<file path="config.mk">
export PLATFORM = sky130hd
export DESIGN_NAME = backslash_escape_decoder
export DESIGN_NICKNAME = d
export VERILOG_FILES = /design/src/rtl/bsed_pkg.sv /design/src/rtl/bsed_core.sv /design/src/rtl/bsed_serial.sv /design/src/rtl/backslash_escape_decoder.sv
export SDC_FILE = /design/constraint.sdc
export NUM_CORES = 1
export LEC_CHECK = 0
export ABC_CLOCK_PERIOD_IN_PS = 5990
export BUFFER_PORTS_ARGS = -buffer_cell sky130_fd_sc_hd__buf_2
export CORE_MARGIN = 3
export CORE_UTILIZATION = 55
export DETAILED_ROUTE_END_ITERATION = 6
export PLACE_DENSITY = 0.84
export SLEW_MARGIN = 20
export SYNTH_ARGS = -nofsm -noshare
export SYNTH_HDL_FRONTEND = slang
export SYNTH_SLANG_ARGS = --single-unit
</file>
<file path="constraint.sdc">
create_clock -name clk -period 5.99 [get_ports clk]
set_input_delay 0.8985 -clock clk [delete_from_list [all_inputs] [get_ports clk]]
set_output_delay 0.8985 -clock clk [all_outputs]
set_load 0.005 [all_outputs]
</file>
<file path="src/rtl/bsed_pkg.sv">
package bsed_pkg;

    // Decoder modes
    localparam logic [2:0] MODE_PLAIN  = 3'd0;
    localparam logic [2:0] MODE_ESC    = 3'd1;
    localparam logic [2:0] MODE_XSTART = 3'd2;
    localparam logic [2:0] MODE_XONE   = 3'd3;
    localparam logic [2:0] MODE_BRACE  = 3'd4;

    // Significant characters
    localparam logic [7:0] CH_BSLASH = 8'h5C;
    localparam logic [7:0] CH_LBRACE = 8'h7B;
    localparam logic [7:0] CH_RBRACE = 8'h7D;
    localparam logic [7:0] CH_ZERO   = 8'h30;
    localparam logic [7:0] CH_B      = 8'h62;
    localparam logic [7:0] CH_F      = 8'h66;
    localparam logic [7:0] CH_N      = 8'h6E;
    localparam logic [7:0] CH_R      = 8'h72;
    localparam logic [7:0] CH_T      = 8'h74;
    localparam logic [7:0] CH_X      = 8'h78;

    // Largest Unicode code point
    localparam logic [31:0] CP_MAX = 32'h0010_FFFF;

    // Results that one source byte produces, handed to the output stage
    typedef struct packed {
        logic            load;      // at least one result
        logic [3:0][7:0] bytes;     // result bytes, first in [0]
        logic [1:0]      last_idx;  // result count minus one
        logic            bare;      // single end marker without data
        logic            done;      // group closes the string
    } group_t;

    function automatic logic is_hex(input logic [7:0] c);
        return (c >= 8'h30 && c <= 8'h39) || (c >= 8'h41 && c <= 8'h46) ||
               (c >= 8'h61 && c <= 8'h66);
    endfunction

    function automatic logic [3:0] hex_val(input logic [7:0] c);
        logic [3:0] v;
        v = 4'd0;
        if (c >= 8'h30 && c <= 8'h39)
        begin
            v = c[3:0];
        end
        else if ((c >= 8'h41 && c <= 8'h46) || (c >= 8'h61 && c <= 8'h66))
        begin
            v = c[3:0] + 4'd9;
        end
        return v;
    endfunction

    function automatic logic is_alnum(input logic [7:0] c);
        return (c >= 8'h30 && c <= 8'h39) || (c >= 8'h41 && c <= 8'h5A) ||
               (c >= 8'h61 && c <= 8'h7A);
    endfunction

endpackage

</file>
<file path="src/rtl/bsed_core.sv">
module bsed_core
(
    input  logic                 clk,
    input  logic                 rst_n,
    input  logic                 accept,
    input  logic [7:0]           in_byte,
    input  logic                 is_last,
    input  logic                 cfg_valid,
    input  logic                 cfg_data,
    output bsed_pkg::group_t     grp
);

    logic [2:0]  mode_reg,  mode_next;
    logic [31:0] accum_reg, accum_next;
    logic        seen_reg,  seen_next;
    logic        binary_mode_reg;

    logic [3:0][7:0] obytes;
    logic [2:0]      n;
    logic            pass;
    logic            bare;
    logic [3:0]      d;
    logic            hex;
    logic [7:0]      v;
    logic [20:0]     cp;

    assign d   = bsed_pkg::hex_val(in_byte);
    assign hex = bsed_pkg::is_hex(in_byte);
    assign v   = {accum_reg[3:0], d};
    assign cp  = accum_reg[20:0];

    // Decode one source byte against the current mode
    always_comb
    begin
        mode_next  = mode_reg;
        accum_next = accum_reg;
        seen_next  = seen_reg;
        obytes     = '0;
        n          = 3'd0;
        pass       = 1'b0;
        bare       = 1'b0;

        unique case (mode_reg)
            bsed_pkg::MODE_ESC:
            begin
                mode_next = bsed_pkg::MODE_PLAIN;
                unique case (in_byte)
                    bsed_pkg::CH_ZERO: begin obytes[0] = 8'h00; n = 3'd1; end
                    bsed_pkg::CH_B:    begin obytes[0] = 8'h08; n = 3'd1; end
                    bsed_pkg::CH_F:    begin obytes[0] = 8'h0C; n = 3'd1; end
                    bsed_pkg::CH_N:    begin obytes[0] = 8'h0A; n = 3'd1; end
                    bsed_pkg::CH_R:    begin obytes[0] = 8'h0D; n = 3'd1; end
                    bsed_pkg::CH_T:    begin obytes[0] = 8'h09; n = 3'd1; end
                    bsed_pkg::CH_X:    mode_next = bsed_pkg::MODE_XSTART;
                    default:
                    begin
                        if (!bsed_pkg::is_alnum(in_byte))
                        begin
                            obytes[0] = in_byte;
                            n         = 3'd1;
                        end
                    end
                endcase
            end
            bsed_pkg::MODE_XSTART:
            begin
                if (!binary_mode_reg && in_byte == bsed_pkg::CH_LBRACE)
                begin
                    mode_next  = bsed_pkg::MODE_BRACE;
                    accum_next = '0;
                    seen_next  = 1'b0;
                end
                else if (hex)
                begin
                    accum_next = {28'd0, d};
                    mode_next  = bsed_pkg::MODE_XONE;
                end
                else
                begin
                    mode_next  = bsed_pkg::MODE_PLAIN;
                    accum_next = '0;
                    seen_next  = 1'b0;
                    pass       = 1'b1;
                end
            end
            bsed_pkg::MODE_XONE:
            begin
                mode_next  = bsed_pkg::MODE_PLAIN;
                accum_next = '0;
                seen_next  = 1'b0;
                if (hex)
                begin
                    if (binary_mode_reg || !v[7])
                    begin
                        obytes[0] = v;
                        n         = 3'd1;
                    end
                end
                else
                begin
                    // held digit goes out, then the byte is plain input
                    obytes[0] = {4'd0, accum_reg[3:0]};
                    n         = 3'd1;
                    pass      = 1'b1;
                end
            end
            bsed_pkg::MODE_BRACE:
            begin
                if (hex && accum_reg[31:28] == 4'd0)
                begin
                    accum_next = {accum_reg[27:0], d};
                    seen_next  = 1'b1;
                end
                else
                begin
                    mode_next  = bsed_pkg::MODE_PLAIN;
                    accum_next = '0;
                    seen_next  = 1'b0;
                    if (!hex && in_byte == bsed_pkg::CH_RBRACE)
                    begin
                        // closing brace: UTF-8 encode the code point
                        if (seen_reg && accum_reg <= bsed_pkg::CP_MAX)
                        begin
                            if (cp < 21'h80)
                            begin
                                obytes[0] = cp[7:0];
                                n         = 3'd1;
                            end
                            else if (cp < 21'h800)
                            begin
                                obytes[0] = {3'b110, cp[10:6]};
                                obytes[1] = {2'b10, cp[5:0]};
                                n         = 3'd2;
                            end
                            else if (cp < 21'h10000)
                            begin
                                obytes[0] = {4'b1110, cp[15:12]};
                                obytes[1] = {2'b10, cp[11:6]};
                                obytes[2] = {2'b10, cp[5:0]};
                                n         = 3'd3;
                            end
                            else
                            begin
                                obytes[0] = {5'b11110, cp[20:18]};
                                obytes[1] = {2'b10, cp[17:12]};
                                obytes[2] = {2'b10, cp[11:6]};
                                obytes[3] = {2'b10, cp[5:0]};
                                n         = 3'd4;
                            end
                        end
                    end
                    else
                    begin
                        // overflowing digit or stray byte: escape dropped
                        pass = 1'b1;
                    end
                end
            end
            default:
            begin
                mode_next = bsed_pkg::MODE_PLAIN;
                pass      = 1'b1;
            end
        endcase

        // Plain copy of the byte, possibly opening a new escape
        if (pass)
        begin
            if (in_byte == bsed_pkg::CH_BSLASH)
            begin
                mode_next = bsed_pkg::MODE_ESC;
            end
            else
            begin
                obytes[n[1:0]] = in_byte;
                n              = n + 3'd1;
            end
        end

        // End of string: flush a held digit, clear state, mark the end
        if (is_last)
        begin
            if (mode_next == bsed_pkg::MODE_XONE)
            begin
                obytes[n[1:0]] = {4'd0, accum_next[3:0]};
                n              = n + 3'd1;
            end
            mode_next  = bsed_pkg::MODE_PLAIN;
            accum_next = '0;
            seen_next  = 1'b0;
            if (n == 3'd0)
            begin
                bare = 1'b1;
                n    = 3'd1;
            end
        end
    end

    assign grp.load     = accept && (n != 3'd0);
    assign grp.bytes    = obytes;
    assign grp.last_idx = 2'(n - 3'd1);
    assign grp.bare     = bare;
    assign grp.done     = is_last;

    // Decoder state
    always_ff @(posedge clk or negedge rst_n)
    begin
        if (!rst_n)
        begin
            mode_reg  <= bsed_pkg::MODE_PLAIN;
            accum_reg <= '0;
            seen_reg  <= 1'b0;
        end
        else if (accept)
        begin
            mode_reg  <= mode_next;
            accum_reg <= accum_next;
            seen_reg  <= seen_next;
        end
    end

    // Mode register
    always_ff @(posedge clk or negedge rst_n)
    begin
        if (!rst_n)
        begin
            binary_mode_reg <= 1'b0;
        end
        else if (cfg_valid)
        begin
            binary_mode_reg <= cfg_data;
        end
    end

    // A string end leaves no escape open
    assert property (@(posedge clk) disable iff (!rst_n)
        accept && is_last |=> mode_reg == bsed_pkg::MODE_PLAIN && !seen_reg &&
                              accum_reg == '0)
        else $error("escape state survived end of string");

    // One held digit never carries more than a nibble
    assert property (@(posedge clk) disable iff (!rst_n)
        mode_reg == bsed_pkg::MODE_XONE |-> accum_reg[31:4] == '0)
        else $error("held hex digit wider than a nibble");

    // Digits are only flagged inside braces
    assert property (@(posedge clk) disable iff (!rst_n)
        seen_reg |-> mode_reg == bsed_pkg::MODE_BRACE)
        else $error("digit flag set outside braces");

endmodule

</file>
<file path="src/rtl/bsed_serial.sv">
module bsed_serial
(
    input  logic                 clk,
    input  logic                 rst_n,
    input  logic                 s_tvalid,
    output logic                 in_ready,
    input  bsed_pkg::group_t     grp,
    output logic                 m_tvalid,
    input  logic                 m_tready,
    output logic [7:0]           m_tdata,
    output logic [1:0]           m_tuser,
    output logic                 m_tlast
);

    logic            grp_valid_reg;
    logic [3:0][7:0] bytes_reg;
    logic [1:0]      last_idx_reg;
    logic            bare_reg;
    logic            done_reg;
    logic [1:0]      idx_reg;

    logic beat;
    logic drain;
    logic accept;
    logic at_end;

    assign at_end   = idx_reg == last_idx_reg;
    assign beat     = grp_valid_reg && m_tready;
    assign drain    = beat && at_end;
    assign in_ready = !grp_valid_reg || drain;
    assign accept   = s_tvalid && in_ready;

    // Control: group present and beat index
    always_ff @(posedge clk or negedge rst_n)
    begin
        if (!rst_n)
        begin
            grp_valid_reg <= 1'b0;
            idx_reg       <= '0;
        end
        else if (accept && grp.load)
        begin
            grp_valid_reg <= 1'b1;
            idx_reg       <= '0;
        end
        else if (drain)
        begin
            grp_valid_reg <= 1'b0;
        end
        else if (beat)
        begin
            idx_reg <= idx_reg + 2'd1;
        end
    end

    // Group payload
    always_ff @(posedge clk)
    begin
        if (accept && grp.load)
        begin
            bytes_reg    <= grp.bytes;
            last_idx_reg <= grp.last_idx;
            bare_reg     <= grp.bare;
            done_reg     <= grp.done;
        end
    end

    assign m_tvalid = grp_valid_reg;
    assign m_tdata  = bytes_reg[idx_reg];
    assign m_tuser  = {at_end, !bare_reg};
    assign m_tlast  = done_reg && at_end;

    // Beat index stays within the group
    assert property (@(posedge clk) disable iff (!rst_n)
        grp_valid_reg |-> idx_reg <= last_idx_reg)
        else $error("beat index past end of group");

    // A fresh group starts at its first byte
    assert property (@(posedge clk) disable iff (!rst_n)
        accept && grp.load |=> grp_valid_reg && idx_reg == '0)
        else $error("group not loaded at first beat");

    // No new byte taken while a group is still being sent
    assert property (@(posedge clk) disable iff (!rst_n)
        grp_valid_reg && !drain |-> !in_ready)
        else $error("input taken over a pending group");

endmodule

</file>
<file path="src/rtl/backslash_escape_decoder.sv">
// Channel   Direction  Signals                               Payload
// s_*       in         s_tvalid s_tready s_tdata s_tlast     source byte, end of string
// m_*       out        m_tvalid m_tready m_tdata m_tuser     decoded byte, flags,
//                      m_tlast                               end of string
// cfg_*     in         cfg_valid cfg_ready cfg_data          binary_mode
//
// A source byte is decoded in the cycle it is taken; its results show on m_* from
// the next cycle, one byte per transaction.
// A byte giving k results (k from 1 to 4) holds s_tready low until its last result leaves
// the single output register group; bytes giving one or no result stream at one per cycle
// while m_tready is high. Input is taken on the cycle the last result of a group leaves.
// rst_n is asynchronous: plain copy mode, no pending results, binary_mode 0.
// cfg_ready is always high; writes take effect on the next byte.
module backslash_escape_decoder
(
    input  logic       clk,
    input  logic       rst_n,
    input  logic       s_tvalid,
    output logic       s_tready,
    input  logic [7:0] s_tdata,   // [7:0] in_byte
    input  logic       s_tlast,
    output logic       m_tvalid,
    input  logic       m_tready,
    output logic [7:0] m_tdata,   // [7:0] out_byte
    output logic [1:0] m_tuser,   // [0] byte_valid, [1] run_last
    output logic       m_tlast,
    input  logic       cfg_valid,
    output logic       cfg_ready,
    input  logic       cfg_data
);

    bsed_pkg::group_t grp;
    logic             accept;

    assign accept    = s_tvalid && s_tready;
    assign cfg_ready = 1'b1;

    bsed_core u_core
    (
        .clk       (clk),
        .rst_n     (rst_n),
        .accept    (accept),
        .in_byte   (s_tdata),
        .is_last   (s_tlast),
        .cfg_valid (cfg_valid),
        .cfg_data  (cfg_data),
        .grp       (grp)
    );

    bsed_serial u_serial
    (
        .clk      (clk),
        .rst_n    (rst_n),
        .s_tvalid (s_tvalid),
        .in_ready (s_tready),
        .grp      (grp),
        .m_tvalid (m_tvalid),
        .m_tready (m_tready),
        .m_tdata  (m_tdata),
        .m_tuser  (m_tuser),
        .m_tlast  (m_tlast)
    );

endmodule

</file>
Yosys cells after proc, flatten, opt, wreduce, memory -nomap -nowiden --
Cells that the tools add are included.
Cells by class: add/subtract/negate cells 5, order comparisons 17, eq/ne operators 18, muxes and demuxes 75, reductions and logical operators 40
Operator list (count):
- $mux 32 | 10
- $pmux 32 s3 | 1
- $eq 8x7->1 const B | 9
- $bwmux 32 | 2
- $mux 8 | 8
- $mux 3 | 17
- $mux 24 | 2
- $pmux 8 s6 | 1
- $demux 8 s2 | 2
- $le 32x21->1 const B | 1
- $le 8x7->1 const B | 4
- $mux 16 | 2
- $pmux 8 s3 | 1
- $mux 22 | 1
- $lt 21x12->1 const B | 1
- $lt 21x17->1 const B | 1
- $lt 21x8->1 const B | 1
- $pmux 3 s3 | 2
- $logic_and 1x1->1 | 17
- $bmux 8 s2 | 1
- $ge 8x7->1 const B | 2
- $mux 1 | 14
- $mux 4 | 3
- $mux 2 | 5
- other kinds (29) | 47
Storage, ports and cells: register bits 76

Longest topological paths before layout --
Gate-level depths: netlist of the first run.
word-level depth 23, mapped depth 15

Hierarchy --
A second synthesis of the first run with hierarchy kept.
Second synthesis, totals: cell total of the unflattened synthesis 512, area, all modules 5073.6 um^2
By module, submodules not included:
- bsed_core | instances 1, cells each 433, area each 3537.1 um^2, seq. area each 925.9 um^2
- bsed_serial | instances 1, cells each 76, area each 1519.0 um^2, seq. area each 1156.1 um^2
- backslash_escape_decoder | instances 1, cells each 3, area each 17.5 um^2, seq. area each 0.0 um^2

Worst setup path after synthesis of the first run --
OpenSTA, ideal clock, no wires.
path type input -> register, start input port s_tdata[0], end register u_serial.bare_reg, enable pin, library setup time 0.402 ns, arrival 5.204 ns, path slack 0.384 ns, stages on the path 14, buffers on the path 1, path through clkbuf_1 > inv_1 > ha_1 > or3b_1 > and3_1 > a211oi_1 > nor4_4 > ha_1 > a21boi_0 > ha_1 > mux2_2 > ha_1 > inv_1 > o41a_1
On the way: cells in the longest elaborated chain, start to end 21, elaborated cells on any way between the ends 63, classes of those cells add/sub: 2; order compare: 8; eq/ne: 11; mux: 24; reduce/logical: 18
Ends and longest elaborated chain:
- start: declaration | RTL line backslash_escape_decoder.sv:20 | input logic [7:0] s_tdata,
- $ge 8x6->1, or another cell as far along | RTL line bsed_pkg.sv:35, bsed_pkg.sv:54
- $logic_and 1x1->1, on equally long branches | RTL line bsed_pkg.sv:35, bsed_pkg.sv:54
- $logic_or 1x1->1 (2 in series) | RTL line bsed_pkg.sv:35 | return (c >= 8'h30 && c <= 8'h39) || (c >= 8'h41 && c <= 8'h46) ||
- $logic_not 1->1 | RTL line bsed_core.sv:119 | if (!hex && in_byte == bsed_pkg::CH_RBRACE)
- $logic_and 1x1->1 | RTL line bsed_core.sv:119
- $mux 3 | RTL line bsed_core.sv:119
- $mux 3 | RTL line bsed_core.sv:109 | if (hex && accum_reg[31:28] == 4'd0)
- $pmux 3 s3 | RTL line bsed_core.sv:43 | unique case (mode_reg)
- [4 not listed]
- $mux 3 | RTL line bsed_core.sv:183 | if (mode_next == bsed_pkg::MODE_XONE)
- $mux 3 | RTL line bsed_core.sv:181 | if (is_last)
- $logic_not 3->1 | RTL line bsed_core.sv:191 | if (n == 3'd0)
- $mux 3 | RTL line bsed_core.sv:191
- $mux 3 * | RTL line bsed_core.sv:181
- $reduce_bool 3->1 * | RTL line bsed_core.sv:199 | assign grp.load = accept && (n != 3'd0);
- $logic_and 1x1->1 * | RTL line bsed_core.sv:199
- $logic_and 1x1->1 * | RTL line bsed_serial.sv:59 | if (accept && grp.load)
- end signal: assignment | RTL line bsed_serial.sv:63 | bare_reg <= grp.bare;
- end: declaration | RTL line bsed_serial.sv:18 | logic bare_reg;
Mark *: on every way between the ends. The rest lies on a longest branch, timed or not. The select of a mux whose other input is x is not followed. A chain may end at the register's enable or synchronous reset.

Worst setup path in the final report of the first run --
start input port s_tdata[0], end register u_serial.bytes_reg[12] (netlist bit), enable pin
On the way: cells in the longest elaborated chain, start to end 21, elaborated cells on any way between the ends 63, classes of those cells add/sub: 2; order compare: 8; eq/ne: 11; mux: 24; reduce/logical: 18
Ends and longest elaborated chain:
- $ge 8x6->1, or another cell as far along | RTL line bsed_pkg.sv:35, bsed_pkg.sv:54
- $logic_and 1x1->1, on equally long branches | RTL line bsed_pkg.sv:35, bsed_pkg.sv:54
- $logic_or 1x1->1 (2 in series) | RTL line bsed_pkg.sv:35
- $logic_not 1->1 | RTL line bsed_core.sv:119
- $logic_and 1x1->1 | RTL line bsed_core.sv:119
- $mux 3 | RTL line bsed_core.sv:119
- $mux 3 | RTL line bsed_core.sv:109
- $pmux 3 s3 | RTL line bsed_core.sv:43
- [4 not listed]
- $mux 3 | RTL line bsed_core.sv:183
- $mux 3 | RTL line bsed_core.sv:181
- $logic_not 3->1 | RTL line bsed_core.sv:191
- $mux 3 | RTL line bsed_core.sv:191
- $mux 3 * | RTL line bsed_core.sv:181
- $reduce_bool 3->1 * | RTL line bsed_core.sv:199
- $logic_and 1x1->1 * | RTL line bsed_core.sv:199
- $logic_and 1x1->1 * | RTL line bsed_serial.sv:59
- end signal: assignment | RTL line bsed_serial.sv:61 | bytes_reg <= grp.bytes;
- end: declaration | RTL line bsed_serial.sv:16 | logic [3:0][7:0] bytes_reg;
Marked as above.

==> results of run 1 <==
## worst min path at each step
stage / endpoint / cells after the start
after floorplan: u_core.accum_reg[26] / 1
after CTS: u_core.accum_reg[26] / 1
after global placement: u_core.accum_reg[31] / 1
after detailed placement: u_core.accum_reg[29] / 1
final: u_core.accum_reg[30] / 1
after global routing: u_core.accum_reg[29] / 1
## through the flow
step	std cells	power, W	utilization (%)
2_1_floorplan	482	0.0008574	-
3_3_place_gp	587	0.0009465	60.19
3_5_place_dp	587	0.0009558	60.19
4_1_cts	603	0.001387	62.88
5_1_grt	603	0.001439	62.93
6_report	603	0.001375	62.93
## final cells by class
cell class	instances	area [um^2]
flip-flops and latches	76	2082
repair buffers	35	195.2
inverters	20	75.07
clock inverters	5	62.56
fillers	699	3107
well taps	105	131.4
multi-input cells	351	2566
clock buffers	11	162.7
## layout by cell type, fill, tap and decap left out, types with 3 or more instances in the layout
master / n
nand3_1: 28
a41o_1: 3
nor4bb_1: 3
a221o_1: 3
mux2_2: 3
buf_4: 8
o2bb2ai_1: 3
and3_1: 12
nor2b_1: 4
o211ai_1: 8
a22oi_1: 6
nand2_1: 38
xor2_1: 3
nand2b_1: 3
edfxtp_1: 36
a21oi_1: 12
a21o_1: 4
nand3b_1: 4
mux4_2: 8
clkbuf_8: 10
a22o_1: 34
nor4_1: 5
o31ai_1: 4
a211oi_1: 4
o221ai_1: 3
inv_1: 20
mux2i_1: 9
a2bb2oi_1: 5
or4_1: 5
buf_2: 27
xnor2_1: 5
a31oi_1: 11
o21ai_0: 19
nor3_1: 8
nor2_1: 24
dfrtp_1: 40
and2_1: 4
o22ai_1: 6
ha_1: 13
## worst register-to-register path, cell delays in order (launching register included)
cell and delay (ns):
dfrtp_1 0.41, or4b_2 0.67, nor4_1 0.69, and3_1 0.29, nand3_1 0.17, ha_1 0.35, a21boi_0 0.44, ha_1 0.33
mux2_2 0.27, ha_1 0.18, inv_1 0.06, o41a_1 0.14, buf_4 0.39
## layer usage
metal | share of wire (%) | up-vias
li1 | - | 1884
met1 | 43 | 1997
met2 | 46 | 230
met3 | 6.9 | 44
met4 | 4.4 | 0
met5 | 0 | -
## logic make-up (layout without fill, tap and decap cells)
logic type / count (synthesis) / after routing / synth area share (%)
XOR/XNOR: 8 / 8 / 1.442
AND/OR/NAND/NOR: 163 / 163 / 18.90
multiplexers: 20 / 20 / 6.256
AO/OA/AOI/OAI: 146 / 146 / 22.58
other: 1 / 1 / 0.07717
adder cells (fa/ha/maj): 13 / 13 / 3.347
buffers and inverters: 55 / 71 / 4.557
flip-flops: 76 / 76 / 42.84
## synth_stat cells, types with 4 or more instances
master / instances / area [um^2]
nand3b_1: 4 / 30.03
and2_1: 4 / 25.02
ha_1: 13 / 162.7
o22ai_1: 6 / 37.54
buf_1: 5 / 18.77
edfxtp_1: 36 / 1081
mux4_2: 8 / 180.2
o21ai_0: 19 / 95.09
a21o_1: 4 / 30.03
buf_2: 6 / 30.03
nor2_1: 24 / 90.09
nand2_1: 38 / 142.6
nor2b_1: 4 / 25.02
or4_1: 5 / 37.54
a21oi_1: 12 / 60.06
xnor2_1: 5 / 43.79
and3_1: 12 / 75.07
o211ai_1: 8 / 60.06
o31ai_1: 4 / 30.03
a22oi_1: 6 / 45.04
a2bb2oi_1: 5 / 43.79
nor4_1: 5 / 31.28
inv_1: 20 / 75.07
a211oi_1: 4 / 30.03
mux2i_1: 9 / 90.09
a31oi_1: 11 / 68.82
nand3_1: 28 / 140.1
a22o_1: 34 / 297.8
nor3_1: 9 / 45.04
clkbuf_1: 22 / 82.58
dfrtp_1: 40 / 1001
## power by group through the flow
stage	logic [W]	registers (W)	clock network (W)
3_3_place_gp	0.000273	0.000674	0
5_1_grt	0.000303	0.000674	0.000462
3_5_place_dp	0.000277	0.000678	0
2_1_floorplan	0.000208	0.000649	0
4_1_cts	0.000278	0.000667	0.000441
6_report	0.000276	0.000665	0.000434
==> out/qor.csv, run 1 <==
stage;metric;value;unit
logic_synthesis;yosys_warnings;0;
finish;drive_gt1_share;15.06;%
global_routing;grt_usage;27.18;%
drt;drtIter0Drc;487;
power_and_ir_drop;seq_power_share;48.4;%
timing;final_max_slew_viol_count;0;
worst_setup_path;crit_top_cell;ha_1;
clock_tree;clkLatencyLatePin;0.36;ns
worst_setup_path;reg2reg_depth;12;
timing;setup_violations;0;
timing;finalSetupTns;0;ns
timing;post-route-period-util;83.82;%
worst_setup_path;reg2reg_from;u_core.accum_reg[27];
power_and_ir_drop;power.leakage;2.225;nW
die;initial_core_util;57.98;%
global_routing;grt_use_met3;3.683;%
logic_synthesis;syn-instance-count;482;
global_routing;grt_pass1_wl;21300;um
worst_setup_path;crit_required;6.00;ns
drt;drtPass1Iterations;5;
die;core_area;8382;um^2
timing;hold_violations;0;
logic_synthesis;synth_fp_nets;510;
global_routing;top_usage_layer;met2;
worst_setup_path;r2r-end;u_serial.bytes_reg[12];
drt;wl_per_cell;21.70;um
worst_setup_path;crit_chain;buf_2, inv_1, ha_1, or3b_2, and3_1, a21oi_1, nor4_4, ha_1, a21boi_0, ha_1, mux2_2, ha_1, inv_1, o41a_1, buf_4;
clock_tree;cts_setup_buffers;0;
worst_setup_path;cp_max_fo;39;
worst_setup_path;crit_path_start_kind;input pin;
logic_synthesis;synth_seq_cells;76;
placed_design;hpwl;9705;um
finish;layout.nets;521;
worst_setup_path;crit_family;adder cells;
placed_design;place_area;5045;um^2
drt;drt_wl_total;13080;um
logic_synthesis;synth_edf_count;36;
logic_synthesis;async_flop_share;52.63;%
finish;syn2layout_area_growth;8.548;%
run_status;status;finished clean;
clock_tree;cts_buffers;9;
drt;remaining_drc_errors;0;
clock_tree;h-tree-depth;3;
clock_tree;cts_hold_buf;0;
die;die_w;100;um
placed_design;place_worst_setup_slack;0.6326;ns
hold_path;min_path_type;register to register;
global_routing;grt_max_degree;41;
logic_synthesis;synth_area_per_cell;10.08;um^2
hold_path;holdCritStartpoint;u_core.accum_reg[30];
clock_tree;path_clk_slew;0.08;ns
logic_synthesis;netlist_area;4860;um^2
worst_setup_path;r2r_slack;1.26;ns
drt;drtAntennaViolNets;0;
global_routing;use_met2;41.92;%
worst_setup_path;cp.depth;15;
logic_synthesis;synthFlopType;dfrtp_1;
die;rows;33;
worst_setup_path;slowest_delay;0.53;ns
logic_synthesis;ys_types;74;
worst_setup_path;cpMaxStageDelayCell;or3b_2;
global_routing;grt_overflow;0;
finish;diodes;0;
timing;period_minus_slack;5.021;ns
power_and_ir_drop;peakVddDrop;174.1;uV
timing;fin_hold_ws;0.5328;ns
clock_tree;clk_path_buf_depth;2;
finish;final_area;5275;um^2
power_and_ir_drop;combPwrFrac;20.1;%
die;die-area;10000;um^2
job;cap_violations;0;
timing;fmax;0.1992;GHz
worst_setup_path;worst_ep_arrival_time;5.03;ns
worst_setup_path;crit_path_start;s_tdata[0];
drt;avgViaCountPerCell;6.891;
clock_tree;clockRootBuffer;clkbuf_8;
power_and_ir_drop;pwr-share-clk;31.6;%
clock_tree;cts-resized-gates;0;
worst_setup_path;crit_type;input pin to register;
clock_tree;clock-sinks;76;
power_and_ir_drop;p_int;0.0009806;W
placed_design;portBuffers;27;
die;die_y;100;um
power_and_ir_drop;power_density;260.8;nW/um^2
timing;clock_skew;0.01053;ns
logic_synthesis;synth-seq-area-share;42.84;%
clock_tree;cts_tree;yes;
timing;relSlewSlack;37.98;%
worst_setup_path;worstSetupEndpointType;register;
worst_setup_path;path_buf_inv;4;
global_routing;grt.met1_usage;37.84;%
timing;worstMarginPinSlew;0.9303;ns
global_routing;grt_pass1_vias;3940;
timing;setup_slack;0.9694;ns
drt;num_vias;4155;
power_and_ir_drop;p_switching;0.0003949;W
worst_setup_path;cp-endpoint;u_serial.bytes_reg[12];
placed_design;gp_congestion;0.9787;
die;ioPinCount;29;
power_and_ir_drop;sw_frac_of_total;28.71;%
global_routing;grt_antenna_before_repair;0;
timing;rsz0062_at_grt;no;
Power figures use the tool's default switching activity.
==> run 2: changes to the inputs <==
- ABC_CLOCK_PERIOD_IN_PS: 5990 -> 4800
- clock period: 5.99 -> 4.8 ns (I/O delays scaled with it)
==> out/qor.csv, run 2 (synthesis gave the netlist of run 1 again) <==
stage;metric;value;unit
drt;num_vias;4228;
power_and_ir_drop;sw_frac_of_total;30.07;%
power_and_ir_drop;p_switching;0.0005048;W
timing;setup_violations;0;
finish;layout.nets;531;
finish;fin_cells;613;
worst_setup_path;path_buf_inv;3;
timing;period_minus_slack;4.411;ns
global_routing;grt_pass1_vias;3872;
power_and_ir_drop;pwr-share-clk;29.4;%
clock_tree;path_clk_slew;0.08;ns
clock_tree;clk_path_buf_depth;2;
hold_path;min_path_type;input pin to asynchronous set/reset pin;
clock_tree;cts_setup_buffers;0;
worst_setup_path;cp_max_fo;39;
clock_tree;clkLatencyLatePin;0.37;ns
global_routing;grt_antenna_before_repair;0;
drt;remaining_drc_errors;0;
finish;drive_gt1_share;16.73;%
placed_design;hpwl;9817;um
drt;avgViaCountPerCell;6.897;
power_and_ir_drop;power.leakage;2.262;nW
drt;drtIter0Drc;613;
die;ioPinCount;29;
drt;drtPass1Iterations;5;
finish;final_cell_mix;dfrtp_1, nand2_1, edfxtp_1;
timing;post-route-period-util;91.89;%
clock_tree;cts_tree;yes;
worst_setup_path;crit_type;input pin to register;
global_routing;grt_pass1_wl;20850;um
worst_setup_path;crit_path_start_kind;input pin;
drt;drtAntennaViolNets;0;
placed_design;place_inst;597;
finish;layout_commonest_cell;dfrtp_1;
power_and_ir_drop;power_density;314.8;nW/um^2
worst_setup_path;crit_top_cell;ha_1;
finish;diodes;0;
timing;worstMarginPinSlew;0.8864;ns
placed_design;gp_congestion;1.024;
worst_setup_path;crit_family;compound AO/OA/AOI/OAI gates;
die;rows;33;
job;cap_violations;0;
global_routing;grt_overflow;0;
timing;final_max_slew_viol_count;0;
timing;rsz0062_at_grt;no;
worst_setup_path;crit_chain;buf_2, inv_1, ha_1, or3b_2, and3_1, a21oi_1, nor4_4, ha_1, a21boi_0, ha_1, mux2_2, ha_1, inv_1, o41a_4;
clock_tree;clockRootBuffer;clkbuf_8;
finish;syn2layout_area_growth;9.732;%
global_routing;grt_max_degree;41;
clock_tree;cts_buffers;9;
worst_setup_path;cpMaxStageDelayCell;or3b_2;
drt;wl_per_cell;21.80;um
global_routing;grt_usage;27.30;%
drt;drt_wl_total;13360;um
worst_setup_path;crit_required;4.82;ns
power_and_ir_drop;peakVddDrop;189.4;uV
run_status;status;finished clean;
worst_setup_path;worst_ep_arrival_time;4.43;ns
clock_tree;clock-sinks;76;
timing;fmax;0.2267;GHz
power_and_ir_drop;seq_power_share;49.6;%
timing;relSlewSlack;40.90;%
finish;finalCoreUtilization;63.62;%
power_and_ir_drop;p_int;0.001174;W
die;core_area;8382;um^2
worst_setup_path;slowest_delay;0.53;ns
clock_tree;h-tree-depth;3;
clock_tree;cts-resized-gates;0;
timing;clock_skew;0.01052;ns
power_and_ir_drop;combPwrFrac;20.9;%
placed_design;portBuffers;27;
worst_setup_path;worstSetupEndpointType;register;
timing;finalSetupTns;0;ns
die;die-area;10000;um^2
die;die_y;100;um
timing;hold_violations;0;
die;initial_core_util;57.98;%
die;die_w;100;um
clock_tree;cts_hold_buf;0;
## run 2: changes by cell type in the layout (fill, tap and decap cells not counted)
cell	previous run	this run
o41a_4	0	1
nor3b_1	2	3
o41a_1	1	0
buf_4	8	18
clkinv_2	0	1
inv_4	1	0
clkinv_4	1	2
nor3b_2	2	1
bufinv_16	1	0
## run 2: cell type report
type / instances / area, um^2
Fill cell: 657 / 3049
Sequential cell: 76 / 2082
Clock buffer: 11 / 162.7
Inverter: 20 / 75.07
Timing Repair Buffer: 45 / 270.3
Tap cell: 105 / 131.4
Clock inverter: 5 / 40.04
Multi-Input combinational cell: 351 / 2571
## run 2: routing by layer
layer / global-route usage (%) / routed length (um) / vias up
li1: - / - / 1915
met1: 38.06 / 5494 / 2000
met2: 41.92 / 6174 / 271
met3: 6.115 / 1313 / 42
met4: 10.36 / 380 / 0
met5: 0 / 0 / -
## run 2: power by group through the flow
stage / logic (W) / clock network [W] / registers [W]
5_1_grt: 0.000385 / 0.000521 / 0.000843
3_3_place_gp: 0.000342 / 0 / 0.000841
4_1_cts: 0.000352 / 0.000499 / 0.000836
3_5_place_dp: 0.000351 / 0 / 0.000850
6_report: 0.000351 / 0.000494 / 0.000833
2_1_floorplan: 0.000264 / 0 / 0.000807
## run 2: final timing paths
path	slack [ns]	end	from	cells after the start
worst max-delay path	0.39	u_serial.bytes_reg[31]	s_tdata[0]	14
worst min-delay path	0.46	u_serial.m_tvalid	rst_n	1
worst max register to register	0.52	u_serial.bytes_reg[31]	u_core.accum_reg[12]	11
worst min register to register	0.53	u_core.accum_reg[28]	u_core.accum_reg[24]	1
max in group asynchronous	3.78	u_core.mode_reg[2]	rst_n	1
min in group clk	0.53	u_core.binary_mode_reg	cfg_valid	2
## run 2: through the flow
| stage | total power (W) | hold slack (ns) | setup WS, ns | cell area (um^2) |
|---|---|---|---|---|
| 3_3_place_gp | 0.001183 | 0.5078 | 0.2447 | 5130 |
| 5_1_grt | 0.001749 | 0.5125 | 0.2192 | 5333 |
| 4_1_cts | 0.001687 | 0.4896 | 0.4552 | 5333 |
| 2_1_floorplan | 0.001071 | 0.4244 | 0.05351 | 4870 |
| 6_report | 0.001679 | 0.4550 | 0.3893 | 5333 |
| 3_5_place_dp | 0.001202 | 0.5090 | 0.07447 | 5130 |
